`config.mk`:
```
export PLATFORM = sky130hd
export DESIGN_NAME = four_digit_segment_frame_encoder_unit_flat
export DESIGN_NICKNAME = d
export VERILOG_FILES = /design/src/rtl/sfe_pkg.sv /design/src/rtl/sfe_if.sv /design/src/rtl/sfe_front.sv /design/src/rtl/sfe_queue.sv /design/src/rtl/sfe_back.sv /design/src/rtl/four_digit_segment_frame_encoder_unit.sv /design/src/flat_wrapper.sv
export SDC_FILE = /design/constraint.sdc
export NUM_CORES = 1
export LEC_CHECK = 0
export ABC_AREA = 1
export BUFFER_PORTS_ARGS = -buffer_cell sky130_fd_sc_hd__buf_2
export CORE_MARGIN = 3
export CORE_UTILIZATION = 54
export DETAILED_ROUTE_END_ITERATION = 10
export PLACE_DENSITY = 0.67
export SYNTH_ARGS = -nofsm -noshare
export SYNTH_HDL_FRONTEND = slang
export SYNTH_SLANG_ARGS = --single-unit
```
`constraint.sdc`:
```
create_clock -name clock -period 6.4 [get_ports clock]
set_input_delay 0.64 -clock clock [delete_from_list [all_inputs] [get_ports clock]]
set_output_delay 0.64 -clock clock [all_outputs]
set_load 0.005 [all_outputs]
```
`src/rtl/sfe_pkg.sv`:
```
`timescale 1ns / 1ps

package sfe_pkg;

   typedef enum logic [1:0] {
      MODE_NUMBER  = 2'd0,
      MODE_SECONDS = 2'd1,
      MODE_RAW     = 2'd2,
      MODE_DISPLAY = 2'd3
   } mode_type;

   localparam logic [13:0] NUM_MAX      = 14'd9999;
   localparam logic [13:0] SEC_MAX      = 14'd5999;
   localparam logic [7:0]  CMD_DISPLAY  = 8'h48;
   localparam logic [7:0]  SEG_DOT      = 8'h80;
   localparam logic [6:0]  DIV_NUMBER   = 7'd100;
   localparam logic [6:0]  DIV_SECONDS  = 7'd60;
   // floor(n * RECIP >> RECIP_SHIFT) is exact for the clamped ranges
   localparam logic [14:0] RECIP_NUMBER  = 15'd10486;
   localparam logic [14:0] RECIP_SECONDS = 15'd17477;
   localparam int          RECIP_SHIFT   = 20;
   localparam logic [1:0]  DOT_DIGIT     = 2'd1;
   localparam logic [1:0]  LAST_DIGIT    = 2'd3;
   localparam int          QUEUE_DEPTH   = 2;
   localparam int          QUEUE_PTR_W   = $clog2(QUEUE_DEPTH);
   localparam int          QUEUE_CNT_W   = $clog2(QUEUE_DEPTH + 1);

   typedef struct packed {
      logic             is_digits;
      logic [3:0][3:0]  digits;
      logic [7:0]       address;
      logic [7:0]       data;
   } entry_type;

   function automatic logic [7:0] seg_glyph(input logic [3:0] d);
      logic [7:0] g;
      case (d)
         4'h0: g = 8'h3F;
         4'h1: g = 8'h06;
         4'h2: g = 8'h5B;
         4'h3: g = 8'h4F;
         4'h4: g = 8'h66;
         4'h5: g = 8'h6D;
         4'h6: g = 8'h7D;
         4'h7: g = 8'h07;
         4'h8: g = 8'h7F;
         4'h9: g = 8'h6F;
         4'hA: g = 8'h77;
         4'hB: g = 8'h7C;
         4'hC: g = 8'h39;
         4'hD: g = 8'h5E;
         4'hE: g = 8'h79;
         4'hF: g = 8'h71;
         default: g = 8'h00;
      endcase
      return g;
   endfunction

   function automatic logic [7:0] digit_address(input logic [1:0] idx);
      logic [7:0] a;
      case (idx)
         2'd0: a = 8'h68;
         2'd1: a = 8'h6A;
         2'd2: a = 8'h6C;
         2'd3: a = 8'h6E;
         default: a = 8'h68;
      endcase
      return a;
   endfunction

   // two decimal digits of a value below 100, tens in the upper nibble
   function automatic logic [7:0] dec_split(input logic [6:0] x);
      logic [3:0] t;
      logic [6:0] base;
      logic [6:0] u;
      t = 4'd0;
      for (int i = 1; i <= 9; i++) begin
         if (x >= 7'(10 * i)) begin
            t = 4'(i);
         end
      end
      base = {t, 3'b000} + {2'b00, t, 1'b0};
      u = x - base;
      return {t, u[3:0]};
   endfunction

endpackage

```
`src/rtl/sfe_if.sv`:
```
`timescale 1ns / 1ps

interface sfe_req_if;
   logic        valid;
   logic        ready;
   logic [1:0]  mode;
   logic [15:0] value;
   logic [7:0]  raw_address;
   logic [7:0]  raw_segments;
   logic [7:0]  brightness;
   logic        display_on;

   modport source (
      output valid, mode, value, raw_address, raw_segments, brightness, display_on,
      input  ready
   );
   modport sink (
      input  valid, mode, value, raw_address, raw_segments, brightness, display_on,
      output ready
   );
endinterface

interface sfe_rsp_if;
   logic       valid;
   logic       ready;
   logic [7:0] frame_address;
   logic [7:0] frame_data;
   logic       last_frame;

   modport source (
      output valid, frame_address, frame_data, last_frame,
      input  ready
   );
   modport sink (
      input  valid, frame_address, frame_data, last_frame,
      output ready
   );
endinterface

```
`src/rtl/sfe_front.sv`:
```
`timescale 1ns / 1ps

module sfe_front (
   input  logic              clock,
   input  logic              reset,
   sfe_req_if.sink           req,
   output sfe_pkg::entry_type push_entry,
   output logic              push_valid,
   input  logic              push_ready
);
   import sfe_pkg::*;

   // stage 1: clamped value and frame bytes
   logic        s1_valid_ff, s1_valid_in;
   logic        s1_digits_ff, s1_seconds_ff;
   logic [13:0] s1_n_ff;
   logic [7:0]  s1_address_ff, s1_data_ff;
   // stage 2: high part of the split
   logic        s2_valid_ff, s2_valid_in;
   logic        s2_digits_ff, s2_seconds_ff;
   logic [13:0] s2_n_ff;
   logic [6:0]  s2_q_ff, s2_q_in;
   logic [7:0]  s2_address_ff, s2_data_ff;
   // stage 3: both halves below 100
   logic        s3_valid_ff, s3_valid_in;
   logic        s3_digits_ff;
   logic [6:0]  s3_hi_ff, s3_lo_ff, s3_lo_in;
   logic [7:0]  s3_address_ff, s3_data_ff;

   logic        s1_en, s2_en, s3_en;
   mode_type    req_mode;
   logic [13:0] limit;
   logic [13:0] n_in;
   logic [7:0]  address_in, data_in;
   logic [28:0] product;
   logic [13:0] sub_term;
   logic [13:0] remainder;
   logic [7:0]  hi_split, lo_split;

   assign s3_en = !s3_valid_ff || push_ready;
   assign s2_en = !s2_valid_ff || s3_en;
   assign s1_en = !s1_valid_ff || s2_en;
   assign req.ready = s1_en;

   assign req_mode = mode_type'(req.mode);

   always_comb begin
      limit = (req_mode == MODE_SECONDS) ? SEC_MAX : NUM_MAX;
      n_in  = (req.value > {2'b00, limit}) ? limit : req.value[13:0];
      if (req_mode == MODE_RAW) begin
         address_in = req.raw_address;
         data_in    = req.raw_segments;
      end else begin
         address_in = CMD_DISPLAY;
         data_in    = req.brightness | {7'd0, req.display_on};
      end
   end

   assign s1_valid_in = req.valid;
   assign s2_valid_in = s1_valid_ff;
   assign s3_valid_in = s2_valid_ff;

   always_comb begin
      product = {15'd0, s1_n_ff} * {14'd0, (s1_seconds_ff ? RECIP_SECONDS : RECIP_NUMBER)};
      s2_q_in = product[RECIP_SHIFT +: 7];
   end

   always_comb begin
      sub_term  = {7'd0, s2_q_ff} * {7'd0, (s2_seconds_ff ? DIV_SECONDS : DIV_NUMBER)};
      remainder = s2_n_ff - sub_term;
      s3_lo_in  = remainder[6:0];
   end

   always_ff @(posedge clock) begin
      if (reset) begin
         s1_valid_ff <= 1'b0;
         s2_valid_ff <= 1'b0;
         s3_valid_ff <= 1'b0;
      end else begin
         if (s1_en) begin
            s1_valid_ff <= s1_valid_in;
         end
         if (s2_en) begin
            s2_valid_ff <= s2_valid_in;
         end
         if (s3_en) begin
            s3_valid_ff <= s3_valid_in;
         end
      end
   end

   always_ff @(posedge clock) begin
      if (s1_en) begin
         s1_digits_ff  <= (req_mode == MODE_NUMBER) || (req_mode == MODE_SECONDS);
         s1_seconds_ff <= (req_mode == MODE_SECONDS);
         s1_n_ff       <= n_in;
         s1_address_ff <= address_in;
         s1_data_ff    <= data_in;
      end
      if (s2_en) begin
         s2_digits_ff  <= s1_digits_ff;
         s2_seconds_ff <= s1_seconds_ff;
         s2_n_ff       <= s1_n_ff;
         s2_q_ff       <= s2_q_in;
         s2_address_ff <= s1_address_ff;
         s2_data_ff    <= s1_data_ff;
      end
      if (s3_en) begin
         s3_digits_ff  <= s2_digits_ff;
         s3_hi_ff      <= s2_q_ff;
         s3_lo_ff      <= s3_lo_in;
         s3_address_ff <= s2_address_ff;
         s3_data_ff    <= s2_data_ff;
      end
   end

   always_comb begin
      hi_split = dec_split(s3_hi_ff);
      lo_split = dec_split(s3_lo_ff);
      push_entry.is_digits = s3_digits_ff;
      push_entry.digits    = {lo_split[3:0], lo_split[7:4], hi_split[3:0], hi_split[7:4]};
      push_entry.address   = s3_address_ff;
      push_entry.data      = s3_data_ff;
   end

   assign push_valid = s3_valid_ff;

endmodule

```
`src/rtl/sfe_queue.sv`:
```
`timescale 1ns / 1ps

module sfe_queue (
   input  logic               clock,
   input  logic               reset,
   input  sfe_pkg::entry_type push_entry,
   input  logic               push_valid,
   output logic               push_ready,
   output sfe_pkg::entry_type pop_entry,
   output logic               pop_valid,
   input  logic               pop_ready
);
   import sfe_pkg::*;

   entry_type                slot_ff [QUEUE_DEPTH];
   logic [QUEUE_PTR_W-1:0]   wr_ptr_ff, wr_ptr_in;
   logic [QUEUE_PTR_W-1:0]   rd_ptr_ff, rd_ptr_in;
   logic [QUEUE_CNT_W-1:0]   count_ff, count_in;
   logic                     do_push, do_pop;

   assign push_ready = (count_ff != QUEUE_CNT_W'(QUEUE_DEPTH));
   assign pop_valid  = (count_ff != '0);
   assign pop_entry  = slot_ff[rd_ptr_ff];

   assign do_push = push_valid && push_ready;
   assign do_pop  = pop_valid && pop_ready;

   always_comb begin
      wr_ptr_in = do_push ? wr_ptr_ff + 1'b1 : wr_ptr_ff;
      rd_ptr_in = do_pop ? rd_ptr_ff + 1'b1 : rd_ptr_ff;
      count_in  = count_ff;
      if (do_push && !do_pop) begin
         count_in = count_ff + 1'b1;
      end else if (do_pop && !do_push) begin
         count_in = count_ff - 1'b1;
      end
   end

   always_ff @(posedge clock) begin
      if (reset) begin
         wr_ptr_ff <= '0;
         rd_ptr_ff <= '0;
         count_ff  <= '0;
      end else begin
         wr_ptr_ff <= wr_ptr_in;
         rd_ptr_ff <= rd_ptr_in;
         count_ff  <= count_in;
      end
   end

   always_ff @(posedge clock) begin
      if (do_push) begin
         slot_ff[wr_ptr_ff] <= push_entry;
      end
   end

endmodule

```
`src/rtl/sfe_back.sv`:
```
`timescale 1ns / 1ps

module sfe_back (
   input  logic               clock,
   input  logic               reset,
   input  sfe_pkg::entry_type pop_entry,
   input  logic               pop_valid,
   output logic               pop_ready,
   sfe_rsp_if.source          rsp
);
   import sfe_pkg::*;

   entry_type   cur_ff;
   logic        cur_valid_ff;
   logic [1:0]  idx_ff;
   logic        rsp_valid_ff;
   logic [7:0]  rsp_address_ff, rsp_address_in;
   logic [7:0]  rsp_data_ff, rsp_data_in;
   logic        rsp_last_ff, rsp_last_in;

   logic        out_free;
   logic        emit;
   logic        do_pop;

   assign out_free  = !rsp_valid_ff || rsp.ready;
   assign emit      = cur_valid_ff && out_free;
   assign rsp_last_in = !cur_ff.is_digits || (idx_ff == LAST_DIGIT);
   assign pop_ready = !cur_valid_ff || (emit && rsp_last_in);
   assign do_pop    = pop_valid && pop_ready;

   always_comb begin
      if (cur_ff.is_digits) begin
         rsp_address_in = digit_address(idx_ff);
         rsp_data_in    = seg_glyph(cur_ff.digits[idx_ff]) |
                          ((idx_ff == DOT_DIGIT) ? SEG_DOT : 8'h00);
      end else begin
         rsp_address_in = cur_ff.address;
         rsp_data_in    = cur_ff.data;
      end
   end

   always_ff @(posedge clock) begin
      if (reset) begin
         cur_valid_ff <= 1'b0;
         idx_ff       <= 2'd0;
         rsp_valid_ff <= 1'b0;
      end else begin
         if (do_pop) begin
            cur_valid_ff <= 1'b1;
            idx_ff       <= 2'd0;
         end else if (emit && rsp_last_in) begin
            cur_valid_ff <= 1'b0;
            idx_ff       <= 2'd0;
         end else if (emit) begin
            idx_ff <= idx_ff + 2'd1;
         end
         if (emit) begin
            rsp_valid_ff <= 1'b1;
         end else if (rsp.ready) begin
            rsp_valid_ff <= 1'b0;
         end
      end
   end

   always_ff @(posedge clock) begin
      if (do_pop) begin
         cur_ff <= pop_entry;
      end
      if (emit) begin
         rsp_address_ff <= rsp_address_in;
         rsp_data_ff    <= rsp_data_in;
         rsp_last_ff    <= rsp_last_in;
      end
   end

   assign rsp.valid         = rsp_valid_ff;
   assign rsp.frame_address = rsp_address_ff;
   assign rsp.frame_data    = rsp_data_ff;
   assign rsp.last_frame    = rsp_last_ff;

   a_idx_only_digits: assert property (@(posedge clock) disable iff (reset)
      (idx_ff != 2'd0) |-> (cur_valid_ff && cur_ff.is_digits))
      else $error("frame index advanced outside a digit transaction");

   a_single_frame_last: assert property (@(posedge clock) disable iff (reset)
      (emit && !cur_ff.is_digits) |=> (rsp_valid_ff && rsp_last_ff))
      else $error("single frame transaction not marked last");

   a_pop_restarts: assert property (@(posedge clock) disable iff (reset)
      do_pop |=> (cur_valid_ff && idx_ff == 2'd0))
      else $error("new transaction did not start at first frame");

endmodule

```
`src/rtl/four_digit_segment_frame_encoder_unit.sv`:
```
`timescale 1ns / 1ps
// path: three split stages, then a 2-entry queue that decouples them, then the back end
// throughput: one frame per cycle from the output stage while rsp ready is high, so a
//   digit request gives four frames and a raw or display request gives one frame
// the three-stage digit split accepts a request every cycle unless the queue is full
// reset: synchronous, clears all valid flags and the queue; nothing is pending afterward

module four_digit_segment_frame_encoder_unit (
   input  logic      clock,
   input  logic      reset,
   sfe_req_if.sink   req_port,
   sfe_rsp_if.source rsp_port
);
   import sfe_pkg::*;

   entry_type push_entry, pop_entry;
   logic      push_valid, push_ready;
   logic      pop_valid, pop_ready;

   sfe_front u_front (
      .clock      (clock),
      .reset      (reset),
      .req        (req_port),
      .push_entry (push_entry),
      .push_valid (push_valid),
      .push_ready (push_ready)
   );

   sfe_queue u_queue (
      .clock      (clock),
      .reset      (reset),
      .push_entry (push_entry),
      .push_valid (push_valid),
      .push_ready (push_ready),
      .pop_entry  (pop_entry),
      .pop_valid  (pop_valid),
      .pop_ready  (pop_ready)
   );

   sfe_back u_back (
      .clock     (clock),
      .reset     (reset),
      .pop_entry (pop_entry),
      .pop_valid (pop_valid),
      .pop_ready (pop_ready),
      .rsp       (rsp_port)
   );

endmodule
```
`src/flat_wrapper.sv`:
```
// flat-port wrapper written by rule: the top's interface ports become plain ports
module four_digit_segment_frame_encoder_unit_flat import sfe_pkg::*;
  (clock, reset, req_port_valid, req_port_mode, req_port_value, req_port_raw_address, req_port_raw_segments, req_port_brightness, req_port_display_on, req_port_ready, rsp_port_valid, rsp_port_frame_address, rsp_port_frame_data, rsp_port_last_frame, rsp_port_ready);
  sfe_req_if req_port_i ();
  sfe_rsp_if rsp_port_i ();
  input  logic clock;
  input  logic reset;
  input wire logic [$bits(req_port_i.valid)-1:0] req_port_valid;
  input wire logic [$bits(req_port_i.mode)-1:0] req_port_mode;
  input wire logic [$bits(req_port_i.value)-1:0] req_port_value;
  input wire logic [$bits(req_port_i.raw_address)-1:0] req_port_raw_address;
  input wire logic [$bits(req_port_i.raw_segments)-1:0] req_port_raw_segments;
  input wire logic [$bits(req_port_i.brightness)-1:0] req_port_brightness;
  input wire logic [$bits(req_port_i.display_on)-1:0] req_port_display_on;
  output wire logic [$bits(req_port_i.ready)-1:0] req_port_ready;
  output wire logic [$bits(rsp_port_i.valid)-1:0] rsp_port_valid;
  output wire logic [$bits(rsp_port_i.frame_address)-1:0] rsp_port_frame_address;
  output wire logic [$bits(rsp_port_i.frame_data)-1:0] rsp_port_frame_data;
  output wire logic [$bits(rsp_port_i.last_frame)-1:0] rsp_port_last_frame;
  input wire logic [$bits(rsp_port_i.ready)-1:0] rsp_port_ready;
  assign req_port_i.valid = req_port_valid;
  assign req_port_i.mode = req_port_mode;
  assign req_port_i.value = req_port_value;
  assign req_port_i.raw_address = req_port_raw_address;
  assign req_port_i.raw_segments = req_port_raw_segments;
  assign req_port_i.brightness = req_port_brightness;
  assign req_port_i.display_on = req_port_display_on;
  assign req_port_ready = req_port_i.ready;
  assign rsp_port_valid = rsp_port_i.valid;
  assign rsp_port_frame_address = rsp_port_i.frame_address;
  assign rsp_port_frame_data = rsp_port_i.frame_data;
  assign rsp_port_last_frame = rsp_port_i.last_frame;
  assign rsp_port_i.ready = rsp_port_ready;
  four_digit_segment_frame_encoder_unit u_core (.clock(clock), .reset(reset), .req_port(req_port_i), .rsp_port(rsp_port_i));
endmodule
```
==> flow_summary_export.csv <==
group,metric,value,unit
sta,drv_slew,0,
sta,min_period_over_period,92.2,%
global_route,antenna_found_initial,0,
finish,seq_area,0.00656,mm²
cts,ctsHoldBuffers,0,
synth,yosysTopAreaCellShare,45.0,%
cts,path_clk_slew,60,ps
finish,drive_gt1_share,10.7,%
global_route,grt_max_degree,36,
finish,num-fill-cells,2048,
route,post_drt_wl_per_cell,14.9,µm
critical_path,worst-path-max-fanout,11,
sta,skew,8.19,ps
route,via_count,8988,
placement,io_buffers,65,
global_route,grt_first_pass_wirelength,43600,µm
sta,timing.setup.tns,0,ps
die,dieArea,0.0281,mm²
cts,cts_buffer_depth,3,
synth,yosysWarnings,0,
cts,ctsResizeCount,0,
die,core_region_area,0.0254,mm²
critical_path,slowest_delay,550,ps
route,wirelength,26600,µm
cts,postCtsSetupBuffers,0,
finish,fin_nets,1723,
cts,cts-root-buf,"clkbuf_16",
sta,relSlewSlack,31.1,%
critical_path,arrival,6160,ps
sta,rsz0062_at_grt,"no",
die,fp.dieH,168,µm
status,outcome,"completed",
route,postRouteAntennaNets,0,
critical_path,slowest_stage,"fa_1",
synth,synthArstFlopShare,0,%
sta,finalSetupViolCount,0,
critical_path,path_class,"flop to flop",
finish,final_common_cell,"nand2_1",
synth,synth_cell_types,48,
placement,hpwl,21100,µm
global_route,overflow,0,
critical_path,crit_path_frequent_cell,"inv_1",
synth,synth_cells,1335,
synth,ys_ff_latch,222,
pwr,peakVddDrop,345,µV
cts,htreeDepth,1,
synth,synth_edf_count,211,
die,chipWidth,168,µm
sta,tightestPinTransition,1030,ps
worst_hold_path,hold_path_class,"primary input to flop",
route,drc,0,
die,io_pins,66,
placement,gp_congestion,0.883,
cts,cts_tree,"done",
cts,clock_latency,510,ps
synth,synth.largest_area_cell,"edfxtp_1",
synth,synth_ff_type,"edfxtp_1",
route,dr.pass1.iters,5,
global_route,track_usage,19.1,%
critical_path,critPathTopFamily,"adder cells",
synth,synth_area,0.0141,mm²
synth,synth_seq_area_share,46.5,%
sta,min_period,5900,ps
critical_path,end_kind,"flop",
run,maxCapViolations,0,
critical_path,crit_path_start_kind,"flop",
finish,final_cell_mix,"nand2_1 (283), inv_1 (246), edfxtp_1 (211)",
route,drt_first_iter_violations,692,
die,initial_utilization,55.5,%
synth,ys_top_cells_by_area,"edfxtp_1 (45%), ha_1 (14%), fa_1 (12%)",
finish,area_growth,11.8,%
cts,cts_sinks,222,
sta,timing.fmax,169,MHz
global_route,grt_pass1_vias,8896,
finish,multi_input_area,0.00656,mm²
sta,holdWs,373,ps
synth,avgSynthCellArea,10.6,µm²
pwr,p_leak,7.49,nW
critical_path,cp_num_buf_inv,6,
die,rows,58,
route,viasPerCell,5.04,
sta,hold_viol_final,0,
critical_path,critical_path_required,6660,ps
cts,cts_buffers,24,
pwr,powerDensity,527,mW/mm²
## synthesized netlist by cell type (2+ instances only)
library cell  count
or2_1             4
o31ai_1           2
nand4_1           7
clkinv_1          2
o211ai_1          5
xnor2_1          17
nor4_2            2
inv_2             9
nand2_2           7
edfxtp_1        211
nor2_2            2
a21o_1            7
o21ai_1           6
dfxtp_1          11
buf_2             3
nor2_1           82
o21a_1            2
a32oi_1           2
fa_1             86
clkbuf_1         13
o21ai_2           2
xor2_1           20
o21bai_1          5
or2_2            13
inv_1           246
ha_1            153
a21oi_1          53
nand3_1          20
conb_1            2
buf_1             2
a31oi_1           6
nor3_1            8
nand2_1         283
o21ai_0          28
## stage by stage
stage	std cells	power [mW]	worst slack [ps]	utilization, %	area (µm²)
floorplan	1353	5.82	822	-	14200
CTS	1784	8.39	474	62.0	15700
global placement	1741	6.86	580	58.7	14900
finish	1785	8.30	497	62.0	15700
detailed placement	1741	6.90	482	58.7	14900
global route	1784	9.12	160	62.0	15700
## worst register-to-register path, delay by kind of cell, from the launching register on
kind | cells | cell delay, ps
buf+inv | 6 | 470
fa+ha+maj | 7 | 2850
simple gates | 12 | 1810
flops | 1 | 540
## area by class of cell
type | count | share of cell area, %
Clock inverter | 13 | 0.969
Clock buffer | 30 | 4.35
Multi-Input combinational cell | 855 | 41.7
Tap cell | 330 | 2.62
Antenna cell | 1 | 0.0159
Timing Repair Buffer | 76 | 2.59
Sequential cell | 222 | 41.6
Inverter | 258 | 6.17
## report_power, final
part	internal [mW]	switching, mW
sequential	2.15	0.176
combinational	1.73	2.83
clock	0.879	0.545
## kinds of logic after synthesis
logic type | after synthesis | share of synthesized area (%)
AO/OA/AOI/OAI | 125 | 5.13
XOR/XNOR | 38 | 2.42
adder cells (fa/ha/maj) | 239 | 25.8
buffers and inverters | 276 | 7.40
flip-flops | 222 | 46.5
other | 2 | 0.0533
AND/OR/NAND/NOR | 433 | 12.6
## worst paths after layout
check                               endpoint                             from  depth (start not counted)  slack, ps
min               u_core.u_front.s1_valid_ff                   req_port_valid                          3        370
min reg2reg  u_core.u_front.s3_address_ff[1]  u_core.u_front.s2_address_ff[1]                          0        410
max reg2reg        u_core.u_front.s2_q_ff[5]     u_core.u_front.s1_seconds_ff                         25        500
max                u_core.u_front.s2_q_ff[5]     u_core.u_front.s1_seconds_ff                         25        500
## flip-flops by register name, indices dropped and copies added, names as in the netlist, 2 cells and up
signal,cells
u_core.u_back.cur_ff,33
u_core.u_back.idx_ff,2
u_core.u_back.rsp.frame_address,8
u_core.u_back.rsp.frame_data,8
u_core.u_front.s1_address_ff,8
u_core.u_front.s1_data_ff,8
u_core.u_front.s1_n_ff,14
u_core.u_front.s2_address_ff,8
u_core.u_front.s2_data_ff,8
u_core.u_front.s2_n_ff,7
u_core.u_front.s2_q_ff,7
u_core.u_front.s3_address_ff,8
u_core.u_front.s3_data_ff,8
u_core.u_front.s3_hi_ff,7
u_core.u_front.s3_lo_ff,7
u_core.u_queue.count_ff,2
u_core.u_queue.slot_ff,66
## per-layer routing
layer	part of all wire (%)	routed length, µm	vias up	GRT usage (%)
met5	0	0	-	0
met4	1.9	518	0	4.84
met3	3.8	1020	44	2.10
met2	52	13800	169	35.2
met1	42	11300	4267	24.1
li1	-	-	4508	-
(Power assumes the default switching activity.)
